<file path="config.mk">
export PLATFORM = sky130hd
export DESIGN_NAME = tanh_neuron_forward_and_train
export DESIGN_NICKNAME = d
export VERILOG_FILES = /design/src/hdl/tnf_pkg.sv /design/src/hdl/tnf_ram.sv /design/src/hdl/tnf_mulrnd.sv /design/src/hdl/tanh_neuron_forward_and_train.sv
export SDC_FILE = /design/constraint.sdc
export NUM_CORES = 2
export LEC_CHECK = 0
export BUFFER_PORTS_ARGS = -buffer_cell sky130_fd_sc_hd__buf_4
export CAP_MARGIN = 25
export CORE_MARGIN = 2
export CORE_UTILIZATION = 33
export DETAILED_ROUTE_END_ITERATION = 10
export GPL_TIMING_DRIVEN = 1
export PLACE_DENSITY_LB_ADDON = 0.25
export SETUP_SLACK_MARGIN = 0.15
export SYNTH_ARGS = -nofsm -noshare
export SYNTH_HDL_FRONTEND = slang
export SYNTH_HIERARCHICAL = 1
export SYNTH_SLANG_ARGS = --single-unit
</file>
<file path="constraint.sdc">
create_clock -name clk -period 10.6 [get_ports clk]
set_input_delay 1.59 -clock clk [delete_from_list [all_inputs] [get_ports clk]]
set_output_delay 1.59 -clock clk [all_outputs]
set_load 0.01 [all_outputs]
</file>
<file path="src/hdl/tnf_pkg.sv">
// Shared types, constants and helper functions for the tanh neuron block.
package tnf_pkg;

  localparam int DATA_W = 16;
  localparam int ACT_W  = 14;
  localparam int MUL_W  = 18;
  localparam int PROD_W = 36;
  localparam int RES_W  = 24;

  localparam logic [15:0] LEARN_RATE_RST = 16'd655;

  typedef enum logic [1:0] {
    OP_APPEND  = 2'd0,
    OP_FORWARD = 2'd1,
    OP_TRAIN   = 2'd2,
    OP_BIAS    = 2'd3
  } op_t;

  // rounding shift applied to the product
  typedef enum logic [1:0] {
    SH_10 = 2'd0,
    SH_12 = 2'd1,
    SH_16 = 2'd2
  } shift_t;

  typedef enum logic [3:0] {
    ST_IDLE,
    ST_FWD_MUL,
    ST_FWD_ACC,
    ST_FWD_SUM,
    ST_FWD_TANH,
    ST_FWD_FIN,
    ST_TR_SQ,
    ST_TR_RATE,
    ST_TR_DERIV,
    ST_TR_GRAD,
    ST_TR_UPD,
    ST_EMIT
  } state_t;

  // tanh(k/4) in Q1.12, k = 0..32
  function automatic logic [12:0] tanh_lut(input logic [5:0] k);
    logic [12:0] v;
    case (k)
      6'd0:  v = 13'd0;
      6'd1:  v = 13'd1003;
      6'd2:  v = 13'd1893;
      6'd3:  v = 13'd2602;
      6'd4:  v = 13'd3119;
      6'd5:  v = 13'd3475;
      6'd6:  v = 13'd3707;
      6'd7:  v = 13'd3856;
      6'd8:  v = 13'd3949;
      6'd9:  v = 13'd4006;
      6'd10: v = 13'd4041;
      6'd11: v = 13'd4062;
      6'd12: v = 13'd4076;
      6'd13: v = 13'd4084;
      6'd14: v = 13'd4089;
      6'd15: v = 13'd4091;
      6'd16: v = 13'd4093;
      6'd17: v = 13'd4094;
      6'd18: v = 13'd4095;
      6'd19: v = 13'd4095;
      default: v = 13'd4096;
    endcase
    return v;
  endfunction

  function automatic logic signed [15:0] sat_to16(input logic signed [32:0] v);
    logic signed [15:0] r;
    if (v > 33'sd32767) r = 16'sh7FFF;
    else if (v < -33'sd32768) r = 16'sh8000;
    else r = v[15:0];
    return r;
  endfunction

  function automatic logic ovf16(input logic signed [32:0] v);
    return (v > 33'sd32767) || (v < -33'sd32768);
  endfunction

endpackage

</file>
<file path="src/hdl/tnf_ram.sv">
// Generic single-write, single-read RAM with registered read data.
module tnf_ram #(
  parameter int WIDTH = 16,
  parameter int DEPTH = 64,
  localparam int AW = (DEPTH > 1) ? $clog2(DEPTH) : 1
) (
  input  logic             clk,
  input  logic             we,
  input  logic [AW-1:0]    waddr,
  input  logic [WIDTH-1:0] wdata,
  input  logic             re,
  input  logic [AW-1:0]    raddr,
  output logic [WIDTH-1:0] rdata
);

  logic [WIDTH-1:0] mem [DEPTH];

  always_ff @(posedge clk) begin
    if (we) begin
      mem[waddr] <= wdata;
    end
    if (re) begin
      rdata <= mem[raddr];
    end
  end

endmodule

</file>
<file path="src/hdl/tnf_mulrnd.sv">
// Shared signed multiplier with round-half-up right shift; the product is registered.
module tnf_mulrnd (
  input  logic                                clk,
  input  logic signed [tnf_pkg::MUL_W-1:0]    op_a,
  input  logic signed [tnf_pkg::MUL_W-1:0]    op_b,
  input  tnf_pkg::shift_t                     shift,
  output logic signed [tnf_pkg::RES_W-1:0]    res
);
  import tnf_pkg::*;

  logic signed [PROD_W-1:0] prod_r, prod_nxt, rnd;
  shift_t                   sh_r;

  // rounding constant is folded into the product so the output is a plain shift
  always_comb begin
    case (shift)
      SH_10:   rnd = 36'sd512;
      SH_12:   rnd = 36'sd2048;
      SH_16:   rnd = 36'sd32768;
      default: rnd = 36'sd0;
    endcase
    prod_nxt = op_a * op_b + rnd;
  end

  always_ff @(posedge clk) begin
    prod_r <= prod_nxt;
    sh_r   <= shift;
  end

  always_comb begin
    case (sh_r)
      SH_10:   res = RES_W'(prod_r >>> 10);
      SH_12:   res = RES_W'(prod_r >>> 12);
      SH_16:   res = RES_W'(prod_r >>> 16);
      default: res = '0;
    endcase
  end

endmodule

</file>
<file path="src/hdl/tanh_neuron_forward_and_train.sv">
// Top level: single tanh neuron with stored weights, forward pass and training.
//
// Input channel in_*: in_tuser carries the op, in_tlast marks the last word of a
// forward or train pass, in_tdata carries source, weight and error values.
// Result channel out_*: one word per finished forward or train pass, carrying
// activation and sum (or updated bias), with the saturation flag on out_tuser.
// cfg_we/cfg_wdata write the Q0.16 learning rate; only write while idle.
//
// Steps, all work runs through one shared multiplier, one item at a time:
//   append weight, set bias : taken in the idle step, in_tready stays high
//   forward word            : multiply, accumulate; last: sum, tanh, finish, emit
//   train word              : four products, weight update; last: emit
// in_tready is high only while the sequencer is idle. A finished result sits in
// the output register; the block keeps accepting words while it waits, and
// holds in its emit step only if a second result arrives before the first is
// taken. Reset clears bias, counters, accumulator, stored activation and sets
// the learning rate to 655; weight storage is not cleared (only appended
// entries are ever used).
module tanh_neuron_forward_and_train #(
  parameter int MAX_INPUTS = 64
) (
  input  logic        clk,
  input  logic        rst_n,
  input  logic        in_tvalid,
  output logic        in_tready,
  input  logic [47:0] in_tdata,   // source_value, weight_value, error_value
  input  logic [1:0]  in_tuser,   // op
  input  logic        in_tlast,   // last_input
  output logic        out_tvalid,
  input  logic        out_tready,
  output logic [31:0] out_tdata,  // activation_out, sum_out, zero pad
  output logic        out_tuser,  // saturated
  input  logic        cfg_we,
  input  logic [15:0] cfg_wdata
);
  import tnf_pkg::*;

  localparam int AW = (MAX_INPUTS > 1) ? $clog2(MAX_INPUTS) : 1;
  localparam int CW = $clog2(MAX_INPUTS + 1);

  state_t state_r, state_nxt;
  logic [CW-1:0] count_r, count_nxt, pos_r, pos_nxt, pos_inc;
  logic signed [31:0] acc_r, acc_nxt;
  logic signed [DATA_W-1:0] bias_r, bias_nxt;
  logic signed [ACT_W-1:0] act_r, act_nxt;
  logic pass_sat_r, pass_sat_nxt;
  logic [15:0] rate_r, rate_nxt;
  logic signed [DATA_W-1:0] x_r, x_nxt, err_r, err_nxt;
  logic last_r, last_nxt;
  logic signed [13:0] d_r, d_nxt;
  logic signed [DATA_W-1:0] sum_r, sum_nxt;
  logic fsat_r, fsat_nxt;
  logic [12:0] base_r, base_nxt;
  logic neg_r, neg_nxt;
  logic signed [ACT_W-1:0] res_act_r, res_act_nxt;
  logic signed [DATA_W-1:0] res_sum_r, res_sum_nxt;
  logic res_sat_r, res_sat_nxt;
  logic out_valid_r, out_valid_nxt;
  logic signed [ACT_W-1:0] out_act_r, out_act_nxt;
  logic signed [DATA_W-1:0] out_sum_r, out_sum_nxt;
  logic out_sat_r, out_sat_nxt;

  logic ram_we, ram_re;
  logic [AW-1:0] ram_waddr;
  logic [DATA_W-1:0] ram_wdata;
  logic signed [DATA_W-1:0] ram_rdata;

  logic signed [MUL_W-1:0] mul_a, mul_b;
  shift_t mul_sh;
  logic signed [RES_W-1:0] mul_res;
  logic signed [16:0] mul_t17;

  op_t in_op;
  logic accept, in_range;
  logic signed [32:0] sum_wide;
  logic signed [17:0] bias_wide;
  logic signed [24:0] w_wide;
  logic signed [16:0] mag;
  logic [14:0] mag_c;
  logic [12:0] lut_lo, lut_hi, lut_diff, y;
  logic signed [ACT_W-1:0] y14, act_fin;

  tnf_ram #(
    .WIDTH (DATA_W),
    .DEPTH (MAX_INPUTS)
  ) u_weights (
    .clk   (clk),
    .we    (ram_we),
    .waddr (ram_waddr),
    .wdata (ram_wdata),
    .re    (ram_re),
    .raddr (pos_r[AW-1:0]),
    .rdata (ram_rdata)
  );

  tnf_mulrnd u_mul (
    .clk   (clk),
    .op_a  (mul_a),
    .op_b  (mul_b),
    .shift (mul_sh),
    .res   (mul_res)
  );

  assign in_op     = op_t'(in_tuser);
  assign in_tready = (state_r == ST_IDLE);
  assign accept    = in_tvalid && in_tready;
  assign in_range  = (pos_r < count_r);
  assign pos_inc   = (pos_r < CW'(MAX_INPUTS)) ? pos_r + CW'(1) : pos_r;
  assign mul_t17   = mul_res[16:0];

  assign sum_wide  = 33'(acc_r) + 33'(bias_r);
  assign bias_wide = 18'(bias_r) - 18'(mul_t17);
  assign w_wide    = 25'(ram_rdata) - 25'(mul_res);

  // tanh: clamp |s|, 5-bit segment index, 10-bit fraction
  assign mag      = sum_r[15] ? -(17'(sum_r)) : 17'(sum_r);
  assign mag_c    = (mag > 17'sd32767) ? 15'h7FFF : mag[14:0];
  assign lut_lo   = tanh_lut({1'b0, mag_c[14:10]});
  assign lut_hi   = tanh_lut({1'b0, mag_c[14:10]} + 6'd1);
  assign lut_diff = lut_hi - lut_lo;
  assign y        = base_r + mul_res[12:0];
  assign y14      = {1'b0, y};
  assign act_fin  = neg_r ? -y14 : y14;

  always_comb begin
    state_nxt    = state_r;
    count_nxt    = count_r;
    pos_nxt      = pos_r;
    acc_nxt      = acc_r;
    bias_nxt     = bias_r;
    act_nxt      = act_r;
    pass_sat_nxt = pass_sat_r;
    rate_nxt     = cfg_we ? cfg_wdata : rate_r;
    x_nxt        = x_r;
    err_nxt      = err_r;
    last_nxt     = last_r;
    d_nxt        = d_r;
    sum_nxt      = sum_r;
    fsat_nxt     = fsat_r;
    base_nxt     = base_r;
    neg_nxt      = neg_r;
    res_act_nxt  = res_act_r;
    res_sum_nxt  = res_sum_r;
    res_sat_nxt  = res_sat_r;
    out_valid_nxt = out_valid_r && !out_tready;
    out_act_nxt  = out_act_r;
    out_sum_nxt  = out_sum_r;
    out_sat_nxt  = out_sat_r;
    ram_we       = 1'b0;
    ram_re       = 1'b0;
    ram_waddr    = count_r[AW-1:0];
    ram_wdata    = in_tdata[31:16];
    mul_a        = 18'(x_r);
    mul_b        = '0;
    mul_sh       = SH_12;

    case (state_r)
      ST_IDLE: begin
        if (accept) begin
          x_nxt    = in_tdata[15:0];
          err_nxt  = in_tdata[47:32];
          last_nxt = in_tlast;
          case (in_op)
            OP_APPEND: begin
              if (count_r < CW'(MAX_INPUTS)) begin
                ram_we    = 1'b1;
                count_nxt = count_r + CW'(1);
              end
            end
            OP_FORWARD: begin
              ram_re    = 1'b1;
              state_nxt = ST_FWD_MUL;
            end
            OP_TRAIN: begin
              ram_re    = 1'b1;
              state_nxt = ST_TR_SQ;
            end
            OP_BIAS: begin
              bias_nxt     = in_tdata[31:16];
              count_nxt    = '0;
              pos_nxt      = '0;
              acc_nxt      = '0;
              pass_sat_nxt = 1'b0;
            end
            default: ;
          endcase
        end
      end
      ST_FWD_MUL: begin
        mul_a     = 18'(x_r);
        mul_b     = in_range ? 18'(ram_rdata) : '0;
        mul_sh    = SH_12;
        state_nxt = ST_FWD_ACC;
      end
      ST_FWD_ACC: begin
        acc_nxt = acc_r + 32'(mul_res);
        if (last_r) begin
          pos_nxt   = '0;
          state_nxt = ST_FWD_SUM;
        end else begin
          pos_nxt   = pos_inc;
          state_nxt = ST_IDLE;
        end
      end
      ST_FWD_SUM: begin
        sum_nxt   = sat_to16(sum_wide);
        fsat_nxt  = ovf16(sum_wide);
        acc_nxt   = '0;
        state_nxt = ST_FWD_TANH;
      end
      ST_FWD_TANH: begin
        mul_a     = {5'b0, lut_diff};
        mul_b     = {8'b0, mag_c[9:0]};
        mul_sh    = SH_10;
        base_nxt  = lut_lo;
        neg_nxt   = sum_r[15];
        state_nxt = ST_FWD_FIN;
      end
      ST_FWD_FIN: begin
        act_nxt     = act_fin;
        res_act_nxt = act_fin;
        res_sum_nxt = sum_r;
        res_sat_nxt = fsat_r;
        state_nxt   = ST_EMIT;
      end
      ST_TR_SQ: begin
        mul_a     = 18'(act_r);
        mul_b     = 18'(act_r);
        mul_sh    = SH_12;
        state_nxt = ST_TR_RATE;
      end
      ST_TR_RATE: begin
        d_nxt     = 14'sd4096 - 14'(mul_res);
        mul_a     = 18'(err_r);
        mul_b     = {2'b0, rate_r};
        mul_sh    = SH_16;
        state_nxt = ST_TR_DERIV;
      end
      ST_TR_DERIV: begin
        mul_a     = 18'(mul_t17);
        mul_b     = 18'(d_r);
        mul_sh    = SH_12;
        state_nxt = ST_TR_GRAD;
      end
      ST_TR_GRAD: begin
        // bias moves once per pass, on the word taken at position zero
        if (pos_r == '0) begin
          bias_nxt     = sat_to16(33'(bias_wide));
          pass_sat_nxt = pass_sat_r | ovf16(33'(bias_wide));
        end
        mul_a     = 18'(mul_t17);
        mul_b     = 18'(x_r);
        mul_sh    = SH_12;
        state_nxt = ST_TR_UPD;
      end
      ST_TR_UPD: begin
        if (in_range) begin
          ram_we       = 1'b1;
          ram_waddr    = pos_r[AW-1:0];
          ram_wdata    = sat_to16(33'(w_wide));
          pass_sat_nxt = pass_sat_r | ovf16(33'(w_wide));
        end
        if (last_r) begin
          res_act_nxt  = act_r;
          res_sum_nxt  = bias_r;
          res_sat_nxt  = pass_sat_nxt;
          pass_sat_nxt = 1'b0;
          pos_nxt      = '0;
          state_nxt    = ST_EMIT;
        end else begin
          pos_nxt   = pos_inc;
          state_nxt = ST_IDLE;
        end
      end
      ST_EMIT: begin
        if (!out_valid_r || out_tready) begin
          out_valid_nxt = 1'b1;
          out_act_nxt   = res_act_r;
          out_sum_nxt   = res_sum_r;
          out_sat_nxt   = res_sat_r;
          state_nxt     = ST_IDLE;
        end
      end
      default: state_nxt = ST_IDLE;
    endcase
  end

  always_ff @(posedge clk) begin
    if (!rst_n) begin
      state_r     <= ST_IDLE;
      count_r     <= '0;
      pos_r       <= '0;
      acc_r       <= '0;
      bias_r      <= '0;
      act_r       <= '0;
      pass_sat_r  <= 1'b0;
      rate_r      <= LEARN_RATE_RST;
      out_valid_r <= 1'b0;
    end else begin
      state_r     <= state_nxt;
      count_r     <= count_nxt;
      pos_r       <= pos_nxt;
      acc_r       <= acc_nxt;
      bias_r      <= bias_nxt;
      act_r       <= act_nxt;
      pass_sat_r  <= pass_sat_nxt;
      rate_r      <= rate_nxt;
      out_valid_r <= out_valid_nxt;
    end
  end

  always_ff @(posedge clk) begin
    x_r       <= x_nxt;
    err_r     <= err_nxt;
    last_r    <= last_nxt;
    d_r       <= d_nxt;
    sum_r     <= sum_nxt;
    fsat_r    <= fsat_nxt;
    base_r    <= base_nxt;
    neg_r     <= neg_nxt;
    res_act_r <= res_act_nxt;
    res_sum_r <= res_sum_nxt;
    res_sat_r <= res_sat_nxt;
    out_act_r <= out_act_nxt;
    out_sum_r <= out_sum_nxt;
    out_sat_r <= out_sat_nxt;
  end

  assign out_tvalid = out_valid_r;
  assign out_tdata  = {2'b00, out_sum_r, out_act_r};
  assign out_tuser  = out_sat_r;

  a_counters_bounded: assert property (@(posedge clk) disable iff (!rst_n)
    (count_r <= CW'(MAX_INPUTS)) && (pos_r <= CW'(MAX_INPUTS)))
    else $error("weight count or position beyond MAX_INPUTS");

  a_bias_clears: assert property (@(posedge clk) disable iff (!rst_n)
    accept && (in_op == OP_BIAS) |=>
      (count_r == '0) && (pos_r == '0) && (acc_r == '0) && !pass_sat_r)
    else $error("set-bias word did not clear pass state");

  a_load_from_emit: assert property (@(posedge clk) disable iff (!rst_n)
    $rose(out_valid_r) |-> ($past(state_r) == ST_EMIT))
    else $error("result word loaded outside emit step");

  a_single_cycle_ops: assert property (@(posedge clk) disable iff (!rst_n)
    accept && ((in_op == OP_APPEND) || (in_op == OP_BIAS)) |=> in_tready)
    else $error("append or set-bias word did not finish in one cycle");

endmodule
</file>
==> impl_metrics.toml <==
[clock_tree]
cts_hold_buf = 0
clk_latency_ns = 0.79
cts_buffer_depth = 3
cts.sinks = 1306
root_buffer = "clkbuf_16"
cts.clk_slew.worst_paths_ns = 0.06
cts_buffers = 138
htree_num_levels = 4
cts_tree = "built"

[timing]
drv_slew = 0
layout_min_cycle_time_ns = 10.23
fin_skew_ns = 0.0553
relSlewSlack = 0.0462
fin_crit_sh = 0.965
finalSetupViolCount = 0
rsz0062_at_grt = "true"
hold_viol_final = 0
max_slew.worst_pin.slew_ns = 1.43
fmax_mhz = 97.7

[floorplanning]
start_util = 0.332
num_rows = 170
fp.dieH_um = 469
coreArea_sq_um = 215000
ios = 107
die_area_sq_um = 220000
die_w_um = 469

[critical_path]
critical_path.startpoint_type = "flop"
slowest_stage = "fa_1"
worstPathMaxFanout = 6
rr_worst_depth = 44
cp_slowest_stage_delay_ns = 0.54
crit_top_cell = "fa_1"
critical_path_class = "reg -> reg"
arrival_ns = 10.84
endpoint_kind = "flop"
required_ns = 11.21

[drt]
avgRoutedWirePerCell_um = 23.5
viasPerCell = 5.17
first_pass_iters = 6
ant_nets = 0
vias = 44800
finalWirelength_um = 203000
drtIter0Drc = 3568
drc = 0

[outcome]
status = "completed"

[yosys]
synth.most_common_cell = "edfxtp_1"
syn-cell-area_sq_um = 71200
syn_area_per_cell_sq_um = 13.2
netlist_instances = 5378
ys.flop_type = "edfxtp_1"
synth-warning-count = 6
synth_largest_area_cell = "edfxtp_1"
synth_top_area_share = 0.497
synth_area_leaders = "edfxtp_1 50%, fa_1 9.5%, mux4_2 7.0%"
netlist_top_cells_count = "1180 x edfxtp_1, 501 x inv_1, 488 x nand2_1"
synth-edff-count = 1180
async_flop_share = 0
ys_seq_area_frac = 0.533
synth_cell_types = 104
ys_ff_latch = 1306

[power]
p_switching_mw = 4.11
comb_power_share = 0.226
p_total_mw = 13.8
internal-power_mw = 9.73
power_per_cell_area_nw_per_um2 = 168
ir_drop_v = 0.000163
sw_frac_of_total = 0.297
p_seq_frac = 0.423
clkPwrFrac = 0.351
p_leak_nw = 30.0

[grt]
grt_max_degree = 111
antenna_found_initial = 3
grt_overflow = 0
grt_pass1_wl_um = 299000
track_usage = 0.183
grt_pass1_vias = 44900

[place]
routabilityCongestion = 0.905
dpl_cell_area_sq_um = 76900
dpl.hpwl_um = 141000
io_buffers = 104

[cells_and_area]
syn_to_final_growth_pct = 15.5
fin_nets = 6358
fin_area_sq_um = 82300
drive_gt1_frac = 0.181
finish.utilization = 0.383

[hold_path]
holdPathStages = 0
hp-class = "reg -> reg"

[job]
cap_viol_max_count = 0
flip-flops by register name, indices dropped and copies added (netlist names), 2 cells and up:
name,flops
act_r,14
rate_r,16
count_r,7
pos_r,7
acc_r,32
out_sum_r,16
out_act_r,14
res_sum_r,16
base_r,13
u_weights/rdata,16
err_r,16
state_r,4
d_r,14
u_mul/prod_r,26
sum_r,16
u_mul/sh_r,2
res_act_r,14
u_weights/mem,1024
x_r,16
bias_r,16
final cells by class:
cell class	count	area, sq um
antenna	1	2.50
multi-input combinational	3336	30900
tap	2838	3550
sequential	1306	38000
fill	20300	132000
clock buffer	172	3600
clock inverter	79	921
inverter	505	1900
timing repair buffer	424	3390
per-stage QoR:
step | cells | setup slack, ns | hold WS (ns) | setup TNS [ns]
detailed placement | 8378 | -0.157 | 0.405 | -1.08
finish | 8661 | 0.367 | 0.391 | 0
global route | 8660 | -0.0338 | 0.412 | -0.0860
global placement | 8374 | 0.0163 | 0.408 | 0
floorplan | 5379 | 0.153 | 0.400 | 0
CTS | 8632 | 0.158 | 0.389 | 0
final timing paths:
kind                     startpoint                        to  slack, ns
min             res_sat_r$_DFFE_PP_       out_tuser$_DFFE_PP_       0.39
max reg2reg  sum_r[4]$_SDFFCE_PN1P_  u_mul/prod_r[35]$_DFF_P_       0.37
max          sum_r[4]$_SDFFCE_PN1P_  u_mul/prod_r[35]$_DFF_P_       0.37
min reg2reg     res_sat_r$_DFFE_PP_       out_tuser$_DFFE_PP_       0.39
cell families after synthesis:
kind of cell | Yosys count | synth area share
and+or+nand+nor | 1330 | 0.0884
DFF | 1306 | 0.533
AOI/OAI and AO/OA | 880 | 0.0839
buffers and inverters | 738 | 0.0444
adders and majority gates | 575 | 0.137
muxes | 365 | 0.0914
xor gates and xnor gates | 183 | 0.0225
other | 1 | 0.0000526
cells in the final DEF, fill, tap and decap left out, types with 66 or more instances in the layout:
cell	n
edfxtp_1	1180
inv_1	497
nand2_1	483
buf_4	399
fa_1	332
nor2_1	294
ha_1	226
mux4_2	220
a21oi_1	204
and2_1	172
clkbuf_16	140
o21ai_0	121
dfxtp_1	121
xnor2_1	115
mux2i_1	109
a21o_1	76
nand3_1	70
a22oi_1	66
nor2b_1	66
worst max-delay path, delay by kind of cell, from the launching register on:
family	cells	cell delay, ns
xor+xnor	4	0.60
buf+inv	6	0.57
fa+ha+maj	9	3.74
simple gates	7	1.27
flops	1	0.44
compound gates	18	3.40
power by group through the flow:
| stage | Sequential [mW] | Combinational (mW) | Clock, mW |
|---|---|---|---|
| finish | 5.85 | 3.12 | 4.86 |
| global route | 5.86 | 3.45 | 5.17 |
| CTS | 5.85 | 3.05 | 4.97 |
| detailed placement | 5.96 | 3.02 | 0 |
| global placement | 5.96 | 3.00 | 0 |
| floorplan | 5.91 | 2.03 | 0 |
metal layers:
metal,GRT usage,share of wire
met3,0.0241,0.048
met2,0.296,0.47
met4,0.0625,0.034
met5,0,0
met1,0.253,0.45
repair_timing:
item / 4_1_cts / 5_1_grt
buffers inserted: 3 / 25
resized for setup: 19 / 98
cloned: 0 / 2
pin swaps: 13 / 83
endpoints found under the setup margin: 20 / 25
No activity file was read; power rests on OpenSTA's default activity.
